**src/rtl/itc_pkg.sv**
```systemverilog
`timescale 1ns / 1ps

package itc_pkg;

    // Item codes
    typedef enum logic [1:0] {
        FUNC_TICK = 2'd0,
        FUNC_ON   = 2'd1,
        FUNC_OFF  = 2'd2,
        FUNC_ADD  = 2'd3
    } t_func;

    // Configuration register indexes
    localparam logic [2:0] CFG_RUN_SECONDS   = 3'd0;
    localparam logic [2:0] CFG_START_MINUTES = 3'd1;
    localparam logic [2:0] CFG_START_COUNT   = 3'd2;
    localparam logic [2:0] CFG_DAY_MASK      = 3'd3;
    localparam logic [2:0] CFG_DRY_LEVEL     = 3'd4;
    localparam logic [2:0] CFG_WET_LEVEL     = 3'd5;
    localparam logic [2:0] CFG_DRY_THRESHOLD = 3'd6;
    localparam logic [2:0] CFG_CONTROL_FLAGS = 3'd7;

    // Control flag bit positions
    localparam int FLAG_ACTIVE   = 0;
    localparam int FLAG_OVERRIDE = 1;
    localparam int FLAG_SENSE    = 2;

    localparam int SLOT_W   = 11;
    localparam int CFG_W    = 44;
    localparam int ALU_W    = 35;
    localparam int REM_W    = 23;

    localparam logic [16:0] MAX_LEFT    = 17'h1FFFF;
    localparam logic [10:0] SEC_PER_MIN = 11'd60;
    localparam logic [6:0]  PCT_FULL    = 7'd100;
    localparam logic [31:0] START_GAP   = 32'd60;

    typedef struct packed {
        t_func       func;
        logic [31:0] now_seconds;
        logic [4:0]  hour;
        logic [5:0]  minute;
        logic [2:0]  weekday;
        logic [15:0] moisture_sample;
        logic [15:0] extra_seconds;
    } t_in_word;

    typedef struct packed {
        logic        relay_on;
        logic        switched;
        logic [16:0] seconds_left;
        logic        soil_dry;
        logic [6:0]  moisture_percent;
    } t_out_word;

    typedef struct packed {
        logic [ALU_W-1:0] diff;
        logic             neg;
        logic             zero;
    } t_sub_res;

endpackage

```
**src/rtl/irrigation_timer_controller_unit.sv**
```systemverilog
`timescale 1ns / 1ps

// Channel   Direction  Handshake                   Word
// input     in         i_in_valid / o_in_ready     i_in_word  (t_in_word)
// result    out        o_out_valid / i_out_ready   o_out_word (t_out_word)
// config    in         i_cfg_valid / o_cfg_ready   i_cfg_index, i_cfg_data
//
// A tick with sensing on runs prepare, elapsed time, seconds left, seven divider steps, measure,
// decide and load. Repeated seconds and manual on/off go from prepare to load; add run time
// runs elapsed time and seconds left; sensing off skips divider and measure, dry not above wet
// skips the divider. Synchronous active-low reset clears control state, loads register defaults.
// The next word is taken while a result waits; a finished item stalls in its load step
// while the output register is still full. Configuration is taken only while idle.

module irrigation_timer_controller_unit
    import itc_pkg::*;
#(
    parameter int START_SLOTS = 4
) (
    input  logic             i_clk,
    input  logic             i_rst_n,
    input  logic             i_in_valid,
    output logic             o_in_ready,
    input  t_in_word         i_in_word,
    output logic             o_out_valid,
    input  logic             i_out_ready,
    output t_out_word        o_out_word,
    input  logic             i_cfg_valid,
    output logic             o_cfg_ready,
    input  logic [2:0]       i_cfg_index,
    input  logic [CFG_W-1:0] i_cfg_data
);

    localparam int          SLOTS_BITS = START_SLOTS * SLOT_W;
    localparam logic [2:0]  SLOTS_MAX  = 3'(START_SLOTS);
    localparam logic [2:0]  DIV_TOP    = 3'd6;

    typedef enum logic [7:0] {
        S_IDLE   = 8'b0000_0001,
        S_PREP   = 8'b0000_0010,
        S_ELAP   = 8'b0000_0100,
        S_LEFT   = 8'b0000_1000,
        S_DIV    = 8'b0001_0000,
        S_MEAS   = 8'b0010_0000,
        S_DECIDE = 8'b0100_0000,
        S_OUT    = 8'b1000_0000
    } t_state;

    // Sequencer and item
    t_state      r_state, n_state;
    t_in_word    r_item, n_item;

    // Configuration registers
    logic [15:0]           r_run_sec, n_run_sec;
    logic [SLOTS_BITS-1:0] r_start_min, n_start_min;
    logic [2:0]            r_start_cnt, n_start_cnt;
    logic [6:0]            r_day_mask, n_day_mask;
    logic [15:0]           r_dry_lvl, n_dry_lvl;
    logic [15:0]           r_wet_lvl, n_wet_lvl;
    logic [6:0]            r_dry_thr, n_dry_thr;
    logic [2:0]            r_flags, n_flags;

    // Controller state
    logic        r_valve, n_valve;
    logic [31:0] r_sot, n_sot;
    logic [16:0] r_rl, n_rl;
    logic [31:0] r_last, n_last;
    logic        r_is_dry, n_is_dry;
    logic [6:0]  r_pct, n_pct;
    logic [16:0] r_left, n_left;

    // Working registers
    logic             r_sw, n_sw;
    logic [32:0]      r_elapsed, n_elapsed;
    logic             r_expired, n_expired;
    logic [REM_W-1:0] r_rem, n_rem;
    logic [6:0]       r_quo, n_quo;
    logic [2:0]       r_bit, n_bit;

    // Output register
    t_out_word r_out, n_out;
    logic      r_out_valid, n_out_valid;

    // Shared subtractor
    logic [ALU_W-1:0] alu_a, alu_b;
    t_sub_res         alu_res;

    itc_sub u_sub (
        .i_a   (alu_a),
        .i_b   (alu_b),
        .o_res (alu_res)
    );

    // Moisture helpers from configuration and the held sample
    logic             span_ok;
    logic [15:0]      span;
    logic [15:0]      samp_cl;
    logic [REM_W-1:0] rem_init;
    logic [REM_W-1:0] div_b;
    logic [6:0]       pct_new;

    // Schedule helpers
    logic [10:0] mod_now;
    logic [2:0]  slot_cnt;
    logic        slot_hit;
    logic [7:0]  day_bits;
    logic        start_due;
    logic [17:0] add_sum;

    assign o_in_ready  = (r_state == S_IDLE);
    assign o_cfg_ready = (r_state == S_IDLE);
    assign o_out_valid = r_out_valid;
    assign o_out_word  = r_out;

    always_comb begin
        span_ok  = (r_dry_lvl > r_wet_lvl);
        span     = r_dry_lvl - r_wet_lvl;
        // Clamp the sample into the wet..dry window
        samp_cl  = r_item.moisture_sample;
        if (samp_cl > r_dry_lvl) begin
            samp_cl = r_dry_lvl;
        end
        if (samp_cl < r_wet_lvl) begin
            samp_cl = r_wet_lvl;
        end
        // Ceiling division: bias the dividend by span - 1
        rem_init = REM_W'(samp_cl - r_wet_lvl) * REM_W'(PCT_FULL)
                 + REM_W'(span) - REM_W'(1);
        div_b    = REM_W'(span) << r_bit;
        pct_new  = span_ok ? (PCT_FULL - r_quo) : 7'd0;
    end

    always_comb begin
        mod_now  = 11'(r_item.hour) * SEC_PER_MIN + 11'(r_item.minute);
        slot_cnt = (r_start_cnt > SLOTS_MAX) ? SLOTS_MAX : r_start_cnt;
        slot_hit = 1'b0;
        for (int i = 0; i < START_SLOTS; i++) begin
            if ((3'(i) < slot_cnt) &&
                (r_start_min[i*SLOT_W +: SLOT_W] == mod_now)) begin
                slot_hit = 1'b1;
            end
        end
        day_bits  = {1'b0, r_day_mask};
        // Weekday seven lands on the padding bit and never runs
        start_due = day_bits[r_item.weekday] && slot_hit &&
                    !r_elapsed[32] && (r_elapsed[31:0] > START_GAP);
        add_sum   = 18'(r_rl) + 18'(r_item.extra_seconds);
    end

    // Steer the subtractor by sequencer step
    always_comb begin
        case (r_state)
            S_ELAP: begin
                alu_a = ALU_W'(r_item.now_seconds);
                alu_b = ALU_W'(r_sot);
            end
            S_LEFT: begin
                alu_a = ALU_W'(r_rl);
                alu_b = {{(ALU_W-33){r_elapsed[32]}}, r_elapsed};
            end
            S_DIV: begin
                alu_a = ALU_W'(r_rem);
                alu_b = ALU_W'(div_b);
            end
            default: begin
                alu_a = '0;
                alu_b = '0;
            end
        endcase
    end

    always_comb begin
        n_state     = r_state;
        n_item      = r_item;
        n_run_sec   = r_run_sec;
        n_start_min = r_start_min;
        n_start_cnt = r_start_cnt;
        n_day_mask  = r_day_mask;
        n_dry_lvl   = r_dry_lvl;
        n_wet_lvl   = r_wet_lvl;
        n_dry_thr   = r_dry_thr;
        n_flags     = r_flags;
        n_valve     = r_valve;
        n_sot       = r_sot;
        n_rl        = r_rl;
        n_last      = r_last;
        n_is_dry    = r_is_dry;
        n_pct       = r_pct;
        n_left      = r_left;
        n_sw        = r_sw;
        n_elapsed   = r_elapsed;
        n_expired   = r_expired;
        n_rem       = r_rem;
        n_quo       = r_quo;
        n_bit       = r_bit;
        n_out       = r_out;
        n_out_valid = r_out_valid;

        // Drop the result once the consumer takes it
        if (r_out_valid && i_out_ready) begin
            n_out_valid = 1'b0;
        end

        // Register writes, idle only
        if (i_cfg_valid && o_cfg_ready) begin
            case (i_cfg_index)
                CFG_RUN_SECONDS:   n_run_sec   = i_cfg_data[15:0];
                CFG_START_MINUTES: n_start_min = i_cfg_data[SLOTS_BITS-1:0];
                CFG_START_COUNT:   n_start_cnt = i_cfg_data[2:0];
                CFG_DAY_MASK:      n_day_mask  = i_cfg_data[6:0];
                CFG_DRY_LEVEL:     n_dry_lvl   = i_cfg_data[15:0];
                CFG_WET_LEVEL:     n_wet_lvl   = i_cfg_data[15:0];
                CFG_DRY_THRESHOLD: n_dry_thr   = i_cfg_data[6:0];
                CFG_CONTROL_FLAGS: n_flags     = i_cfg_data[2:0];
                default: ;
            endcase
        end

        case (r_state)
            S_IDLE: begin
                if (i_in_valid) begin
                    n_item  = i_in_word;
                    n_state = S_PREP;
                end
            end
            S_PREP: begin
                n_sw  = 1'b0;
                n_rem = rem_init;
                n_quo = '0;
                n_bit = DIV_TOP;
                case (r_item.func)
                    FUNC_TICK: begin
                        if (r_item.now_seconds == r_last) begin
                            // Repeated second: report held values
                            n_state = S_OUT;
                        end else begin
                            n_last  = r_item.now_seconds;
                            n_state = S_ELAP;
                        end
                    end
                    FUNC_ON: begin
                        n_rl = 17'(r_run_sec);
                        if (!r_valve) begin
                            n_valve = 1'b1;
                            n_sot   = r_item.now_seconds;
                            n_sw    = 1'b1;
                        end
                        n_state = S_OUT;
                    end
                    FUNC_OFF: begin
                        n_rl = '0;
                        if (r_valve) begin
                            n_valve = 1'b0;
                            n_sw    = 1'b1;
                        end
                        n_state = S_OUT;
                    end
                    FUNC_ADD: begin
                        n_rl = (add_sum > 18'(MAX_LEFT)) ? MAX_LEFT : add_sum[16:0];
                        if (!r_valve) begin
                            n_valve = 1'b1;
                            n_sot   = r_item.now_seconds;
                            n_sw    = 1'b1;
                        end
                        n_state = S_ELAP;
                    end
                    default: n_state = S_OUT;
                endcase
            end
            S_ELAP: begin
                n_elapsed = alu_res.diff[32:0];
                n_state   = S_LEFT;
            end
            S_LEFT: begin
                // Left <= 0 means the run has expired
                n_expired = alu_res.neg || alu_res.zero;
                if (!r_valve || alu_res.neg) begin
                    n_left = '0;
                end else if (alu_res.diff[33:17] != '0) begin
                    n_left = MAX_LEFT;
                end else begin
                    n_left = alu_res.diff[16:0];
                end
                if (r_item.func != FUNC_TICK) begin
                    n_state = S_OUT;
                end else if (!r_flags[FLAG_SENSE]) begin
                    n_state = S_DECIDE;
                end else if (span_ok) begin
                    n_state = S_DIV;
                end else begin
                    n_state = S_MEAS;
                end
            end
            S_DIV: begin
                // One restoring quotient bit per cycle, top bit first
                if (!alu_res.neg) begin
                    n_rem        = alu_res.diff[REM_W-1:0];
                    n_quo[r_bit] = 1'b1;
                end
                if (r_bit == '0) begin
                    n_state = S_MEAS;
                end else begin
                    n_bit = r_bit - 3'd1;
                end
            end
            S_MEAS: begin
                n_pct    = pct_new;
                n_is_dry = (pct_new < r_dry_thr);
                n_state  = S_DECIDE;
            end
            S_DECIDE: begin
                if (r_run_sec != '0) begin
                    if (r_valve && r_expired) begin
                        n_valve = 1'b0;
                        n_rl    = '0;
                        n_sw    = 1'b1;
                    end else if (r_flags[FLAG_OVERRIDE]) begin
                        n_sw = 1'b0;
                    end else if (r_valve && !r_is_dry) begin
                        n_valve = 1'b0;
                        n_rl    = '0;
                        n_sw    = 1'b1;
                    end else if (!r_valve && start_due && r_is_dry &&
                                 r_flags[FLAG_ACTIVE]) begin
                        n_rl    = 17'(r_run_sec);
                        n_valve = 1'b1;
                        n_sot   = r_item.now_seconds;
                        n_sw    = 1'b1;
                    end
                end
                n_state = S_OUT;
            end
            S_OUT: begin
                // Hold here until the output register is free
                if (!r_out_valid || i_out_ready) begin
                    n_out.relay_on         = r_valve;
                    n_out.switched         = r_sw;
                    n_out.seconds_left     = r_left;
                    n_out.soil_dry         = r_is_dry;
                    n_out.moisture_percent = r_pct;
                    n_out_valid            = 1'b1;
                    n_state                = S_IDLE;
                end
            end
            default: n_state = S_IDLE;
        endcase
    end

    always_ff @(posedge i_clk) begin
        if (!i_rst_n) begin
            r_state     <= S_IDLE;
            r_run_sec   <= '0;
            r_start_min <= '0;
            r_start_cnt <= '0;
            r_day_mask  <= 7'h7F;
            r_dry_lvl   <= '0;
            r_wet_lvl   <= '0;
            r_dry_thr   <= '0;
            r_flags     <= '0;
            r_valve     <= 1'b0;
            r_sot       <= '0;
            r_rl        <= '0;
            r_last      <= '0;
            r_is_dry    <= 1'b1;
            r_pct       <= '0;
            r_left      <= '0;
            r_out_valid <= 1'b0;
        end else begin
            r_state     <= n_state;
            r_run_sec   <= n_run_sec;
            r_start_min <= n_start_min;
            r_start_cnt <= n_start_cnt;
            r_day_mask  <= n_day_mask;
            r_dry_lvl   <= n_dry_lvl;
            r_wet_lvl   <= n_wet_lvl;
            r_dry_thr   <= n_dry_thr;
            r_flags     <= n_flags;
            r_valve     <= n_valve;
            r_sot       <= n_sot;
            r_rl        <= n_rl;
            r_last      <= n_last;
            r_is_dry    <= n_is_dry;
            r_pct       <= n_pct;
            r_left      <= n_left;
            r_out_valid <= n_out_valid;
        end
    end

    // Working and payload registers carry no reset
    always_ff @(posedge i_clk) begin
        r_item    <= n_item;
        r_sw      <= n_sw;
        r_elapsed <= n_elapsed;
        r_expired <= n_expired;
        r_rem     <= n_rem;
        r_quo     <= n_quo;
        r_bit     <= n_bit;
        r_out     <= n_out;
    end

    // A closed valve never keeps a run length
    a_off_no_len: assert property (@(posedge i_clk) disable iff (!i_rst_n)
        !r_valve |-> (r_rl == '0))
        else $error("valve off with nonzero run length");

    // An accepted word blocks the next one
    a_accept_busy: assert property (@(posedge i_clk) disable iff (!i_rst_n)
        (i_in_valid && o_in_ready) |=> !o_in_ready)
        else $error("input accepted while busy");

    // The ceiling quotient never exceeds full scale
    a_quo_range: assert property (@(posedge i_clk) disable iff (!i_rst_n)
        ((r_state == S_MEAS) && span_ok) |-> (r_quo <= PCT_FULL))
        else $error("moisture quotient above full scale");

    // A result appears only from the load step
    a_out_from_load: assert property (@(posedge i_clk) disable iff (!i_rst_n)
        $rose(r_out_valid) |-> $past(r_state == S_OUT))
        else $error("result loaded outside load step");

endmodule

```
**src/rtl/itc_sub.sv**
```systemverilog
`timescale 1ns / 1ps

module itc_sub
    import itc_pkg::*;
(
    input  logic [ALU_W-1:0] i_a,
    input  logic [ALU_W-1:0] i_b,
    output t_sub_res         o_res
);

    logic [ALU_W-1:0] diff;

    // Two's complement difference, sign and zero for compares
    assign diff       = i_a - i_b;
    assign o_res.diff = diff;
    assign o_res.neg  = diff[ALU_W-1];
    assign o_res.zero = (diff == '0);

endmodule

```
**config.mk**
```make
export PLATFORM = sky130hd
export DESIGN_NAME = irrigation_timer_controller_unit
export DESIGN_NICKNAME = d
export VERILOG_FILES = /design/src/rtl/itc_pkg.sv /design/src/rtl/irrigation_timer_controller_unit.sv /design/src/rtl/itc_sub.sv
export SDC_FILE = /design/constraint.sdc
export NUM_CORES = 1
export LEC_CHECK = 0
export BUFFER_PORTS_ARGS = -buffer_cell sky130_fd_sc_hd__buf_2
export CAP_MARGIN = 20
export CORE_MARGIN = 5
export CORE_UTILIZATION = 55
export DETAILED_ROUTE_END_ITERATION = 10
export PLACE_DENSITY = 0.76
export RECOVER_POWER = 25
export SKIP_LAST_GASP = 1
export SYNTH_ARGS = -nofsm -noshare
export SYNTH_HDL_FRONTEND = slang
export SYNTH_SLANG_ARGS = --single-unit
```
**constraint.sdc**
```tcl
create_clock -name i_clk -period 17.55 [get_ports i_clk]
set_input_delay 2.6325 -clock i_clk [delete_from_list [all_inputs] [get_ports i_clk]]
set_output_delay 2.6325 -clock i_clk [all_outputs]
set_load 0.01 [all_outputs]
```
### Word level (Yosys, flattened, before mapping)

Index checks and enable logic that the tools add are counted.

| operators by class | value |
|---|---|
| add/subtract/negate cells | 9 |
| $mul | 2 |
| $lt $le $gt $ge | 14 |
| eq/ne operators | 40 |
| shift-type cells | 1 |
| mux-type cells | 65 |
| bitwise operators | 2 |
| reduce and logical (&&, ||, !) cells | 51 |

Operators by type and width:

| operator | count |
|---|---|
| $mux 32 | 7 |
| $mux 17 | 8 |
| $pmux 35 s3 | 1 |
| $pmux 32 s3 | 1 |
| $pmux 32 s2 | 1 |
| $pmux 8 s8 | 1 |
| $pmux 17 s3 | 1 |
| $pmux 23 s2 | 1 |
| $eq 11x11->1 | 4 |
| $mux 8 | 5 |
| $logic_not 35->1 | 1 |
| $sub 32x35->35 | 1 |
| $pmux 17 s2 | 1 |
| $eq 32x32->1 | 1 |
| $gt 16x16->1 | 2 |
| $gt 32x6->1 const B | 1 |
| $mux 16 | 2 |
| $ne 2x2->1 const B | 12 |
| $pmux 8 s3 | 1 |
| $reduce_and 2->1 | 12 |
| $add 23x16->23 | 1 |
| $mul 23x5->21 const B | 1 |
| $mux 23 | 1 |
| $shl 16x3->23 | 1 |
| 57 further kinds | 116 |

| storage, ports and cells | value |
|---|---|
| bits in registers | 403 |
| input port bits | 132 |
| logic and storage cells | 219 |

### Longest topological paths before layout

| depth | value |
|---|---|
| depth after elaboration | 20 |
| depth in mapped cells | 54 |
| gate-level depth less buffers | 51 |

### Cells and area by module

Synthesis repeated with hierarchy kept, for this count alone.

| unflattened totals | value |
|---|---|
| cell total of the unflattened synthesis | 3024 |
| area, all modules | 27501.4 um^2 |

By module, submodules not included:

| module | instances | cells an instance | area each (um^2) | sequential area each (um^2) |
|---|---|---|---|---|
| irrigation_timer_controller_unit | 1 | 2690 | 25206.7 | 9819.4 |
| itc_sub | 1 | 334 | 2294.7 | 0.0 |

### Worst setup path after synthesis

Ideal clock, no wire load.

| timing | value |
|---|---|
| path type | flip-flop to flip-flop |
| start point | register r_dry_lvl[1] |
| end point | register r_rem[22] (data pin) |
| library setup time | 0.268 ns |
| data arrival time | 10.698 ns |
| data required time | 17.282 ns |
| path slack | 6.584 ns |
| stages on the path, launching flop included | 53 |
| clock period less this slack | 10.966 ns |
| path through | dfxtp_1 > inv_1 > ha_1 > nor2b_1 > o21a_1 > o21a_1 > o21a_1 > o21a_1 > o211ai_1 > a21oi_1 > o21ai_0 > clkbuf_1 > nand2_1 > o21ai_0 > ha_1 > a41oi_1 > o21ai_0 > a221oi_1 > [... 17 more ...] > ha_1 > ha_1 > inv_1 > fa_1 > inv_1 > ha_1 > or2_2 > a211oi_1 > o31ai_1 > a21oi_1 > xor2_1 > ha_1 > nand2_1 > a41oi_1 > a2111oi_0 > xnor3_1 > xnor2_1 > o21ai_0 |

| on the way | value |
|---|---|
| longest elaborated chain between the ends | 9 |
| elaborated cells on any way between the ends | 14 |
| those cells by class | 5 x add/sub; 1 x mul; 2 x order compare; 1 x shift; 5 x mux |

RTL lines:

| element | RTL line | text |
|---|---|---|
| from (decl) | irrigation_timer_controller_unit.sv:58 | `logic [15:0] r_dry_lvl, n_dry_lvl;` |
| from (signal assigned) | irrigation_timer_controller_unit.sv:374 | `r_dry_lvl <= n_dry_lvl;` |
| $gt 16x16->1 | irrigation_timer_controller_unit.sv:120 | `if (samp_cl > r_dry_lvl) begin` |
| $mux 16 | irrigation_timer_controller_unit.sv:120 |  |
| $lt 16x16->1 | irrigation_timer_controller_unit.sv:123 | `if (samp_cl < r_wet_lvl) begin` |
| $mux 16 | irrigation_timer_controller_unit.sv:123 |  |
| $sub 16x16->17 | irrigation_timer_controller_unit.sv:127 | `rem_init = REM_W'(samp_cl - r_wet_lvl) * REM_W'(PCT_FULL)` |
| $mul 23x5->21 | irrigation_timer_controller_unit.sv:127 |  |
| $add 23x16->23 | irrigation_timer_controller_unit.sv:128 | `+ REM_W'(span) - REM_W'(1);` |
| $sub 23x1->23 | irrigation_timer_controller_unit.sv:128 |  |
| $pmux 23 s2 * | irrigation_timer_controller_unit.sv:219 | `case (r_state)` |
| via n_rem[22] | irrigation_timer_controller_unit.sv:76 | `logic [REM_W-1:0] r_rem, n_rem;` |
| to (signal assigned) | irrigation_timer_controller_unit.sv:395 | `r_rem <= n_rem;` |
| to (decl) | irrigation_timer_controller_unit.sv:76 |  |

Mark *: on every way through the listed nets, which the timed path passes. The rest lies on a longest branch. The select of a mux whose other input is x is not followed.
A chain may end at the register's enable or synchronous reset.

### Final worst setup path

Ends and elaborated chain as after synthesis.

==> results.cfg <==
[outcome]
status = complete, but fails checks
violations = capacitance limit, slew limit

[sta]
min_period_ps = 12500
worst_pin_slew_ps = 3763
hold_ws_ps = 433.3
final.setup.tns_ps = 0
max_freq_mhz = 80.01
rsz0062_at_grt = false
clock_skew_ps = 19.50
finalSetupViolations = 0
relSlewSlack_pct = -150.9
slew_viol_final = 153
finalHoldViolations = 0
min_period_over_period_pct = 71.22

[synth]
synth_most_common_cell = nand2_1
yosysWarnings = 0
yosys-top-cells-count = nand2_1, nor2_1, dfxtp_1
syn-cell-area_sq_um = 25690
ys_async_sr_fraction_pct = 0
synth_edf_count = 175
synth_seq_cells = 403
syn_inst = 2787
synth_top_cell_area_share_pct = 20.45
synth.avg_cell_area_sq_um = 9.219
synthTopCellsByArea = edfxtp_1, dfxtp_1, ha_1
synth_largest_area_cell = edfxtp_1
synth_cell_types = 87
ys.flop_type = dfxtp_1
syn_nets = 3171
synth-seq-area-share_pct = 38.22

[clocking]
cts_inserted_buffers = 45
root_buffer = clkbuf_16
htree_levels = 2
clk_pin_slew_ps = 60
cts_tree = done
post_cts.repair.setup_buffers = 0
holdBufCountCts = 0
clk_latency_ps = 580
cts_resized = 0
cts_sinks = 403
clockBufferDepth = 3

[placed_design]
dpl.hpwl_um = 54600
port_buffers = 161
dp_cells = 3466
routabilityCongestion = 0.9638

[cells_and_area]
regArea_sq_um = 9819
syn2layout_area_growth_pct = 11.16
final_nets = 3292
nFillCells = 3882
drive_gt1_share_pct = 10.42
instances_no_fill = 3553
multiInputGateArea_sq_um = 14650
fin_util_pct = 61.61

[detailed_routing]
drtAntennaViolNets = 0
drt_iter0_drc = 2066
viasPerCell = 5.995
vias = 21300
dr.pass1.iters = 9
avgRoutedWirePerCell_um = 20.15
drcViolationCount = 0
totalWireLength_um = 71600

[worst_setup_path]
worstReg2RegStart = r_dry_lvl[1]
path_delay_family = compound AO/OA/AOI/OAI gates
r2r_slack_ps = 5050
path_buf_inv = 4
cpMaxStageDelayCell = o41ai_1
crit_type = reg -> reg
cpPeakStageDelay_ps = 710
crit_arrival_ps = 12730
worst_setup_path_end_kind = flop
crit_required_ps = 17780
critPathMaxFanout = 31
r2r_cells = 50
critPathLaunchType = flop
rr_endpoint = r_rem[22]

[global_routing]
grt_usage_pct = 27.39
antenna_found_initial = 0
grt_remaining_overflow = 0
grt_pass1_wl_um = 111900
grt_pass1_vias = 20690
grt_max_degree = 109

[floorplanning]
fp.dieH_um = 226.1
ios = 162
initial_utilization_pct = 55.43
core_area_sq_um = 46360
rows = 79
die_area_sq_um = 51140
die_x_um = 226.1

[worst_hold_path]
holdPathEnd = o_out_word[9]
hold_start = r_left[1]
hold_class = reg -> reg
holdPathStages = 0

[flow_run]
maxCapViolations = 3
layer usage:
| metal | GRT usage, % | share of wire (%) |
|---|---|---|
| met1 | 35.49 | 42 |
| met2 | 46.45 | 48 |
| met3 | 3.588 | 6.1 |
| met4 | 11.45 | 4.7 |
| met5 | 0 | 0 |
state kept, by name, indices dropped and copies added, names as in the netlist, 8 cells and up:
| register | count |
|---|---|
| r_item | 80 |
| r_start_min | 44 |
| r_elapsed | 33 |
| r_last | 32 |
| r_sot | 32 |
| o_out_word | 27 |
| r_rem | 23 |
| r_left | 17 |
| r_rl | 17 |
| r_dry_lvl | 16 |
| r_run_sec | 16 |
| r_wet_lvl | 16 |
| r_state | 8 |
how the worst max path moves through the flow:
stage / start / to / depth (start not counted)
after detailed placement: r_dry_lvl[1] / r_rem[22] / 50
final: r_dry_lvl[1] / r_rem[22] / 50
after floorplan: r_dry_lvl[1] / r_rem[22] / 52
after global routing: r_dry_lvl[1] / r_rem[22] / 50
after CTS: r_dry_lvl[1] / r_rem[22] / 50
after global placement: r_dry_lvl[1] / r_rem[22] / 50
cells in the final DEF (no fill, tap or decap), types with 14 or more instances in the layout:
| cell type | synthesis | layout |
|---|---|---|
| ha_1 | 224 | 224 |
| edfxtp_1 | 175 | 175 |
| nand4_1 | 32 | 32 |
| nand2b_1 | 24 | 24 |
| xor2_1 | 94 | 94 |
| nand2_1 | 339 | 339 |
| and2_1 | 17 | 15 |
| nand3_1 | 25 | 25 |
| clkbuf_16 | 0 | 47 |
| a22o_1 | 16 | 16 |
| buf_4 | 1 | 20 |
| a21o_1 | 44 | 44 |
| o21ai_0 | 121 | 120 |
| nor2_1 | 239 | 239 |
| a221o_1 | 23 | 23 |
| a22oi_1 | 23 | 23 |
| xnor2_1 | 90 | 90 |
| dfxtp_1 | 228 | 228 |
| clkbuf_1 | 91 | 19 |
| nor3_1 | 36 | 36 |
| nor4_1 | 28 | 28 |
| buf_2 | 7 | 157 |
| a311oi_1 | 14 | 14 |
| fa_1 | 28 | 28 |
| mux2i_1 | 104 | 104 |
| nor2b_1 | 18 | 17 |
| a21oi_1 | 207 | 206 |
| mux2_2 | 25 | 25 |
| o21a_1 | 31 | 31 |
| inv_1 | 213 | 213 |
| a211oi_1 | 30 | 30 |
final cells by class:
| class | count | share of cell area [%] |
|---|---|---|
| Inverter | 215 | 2.843 |
| Tap cell | 607 | 2.659 |
| Timing Repair Buffer | 185 | 3.465 |
| Clock inverter | 16 | 0.6265 |
| Antenna cell | 1 | 0.008762 |
| Multi-Input combinational cell | 2058 | 51.31 |
| Sequential cell | 403 | 34.38 |
| Clock buffer | 68 | 4.709 |
metrics by stage:
stage	worst slack (ps)	cell area (sq um)
floorplan	6584	25690
global placement	5790	27030
detailed placement	5380	27030
CTS	5334	28550
global route	4118	28560
finish	5052	28560
kinds of logic after synthesis:
family	after synthesis	share of synthesized area, %
AND/OR/NAND/NOR	829	14.57
AO/OA/AOI/OAI	653	16.89
flip-flops	403	38.22
buffers and inverters	326	4.845
adder cells (fa/ha/maj)	252	13.09
XOR/XNOR	194	7.153
multiplexers	130	5.235
Power is not shown: default switching activity piles up to over one toggle a cycle in this logic, so the estimate is an artifact.
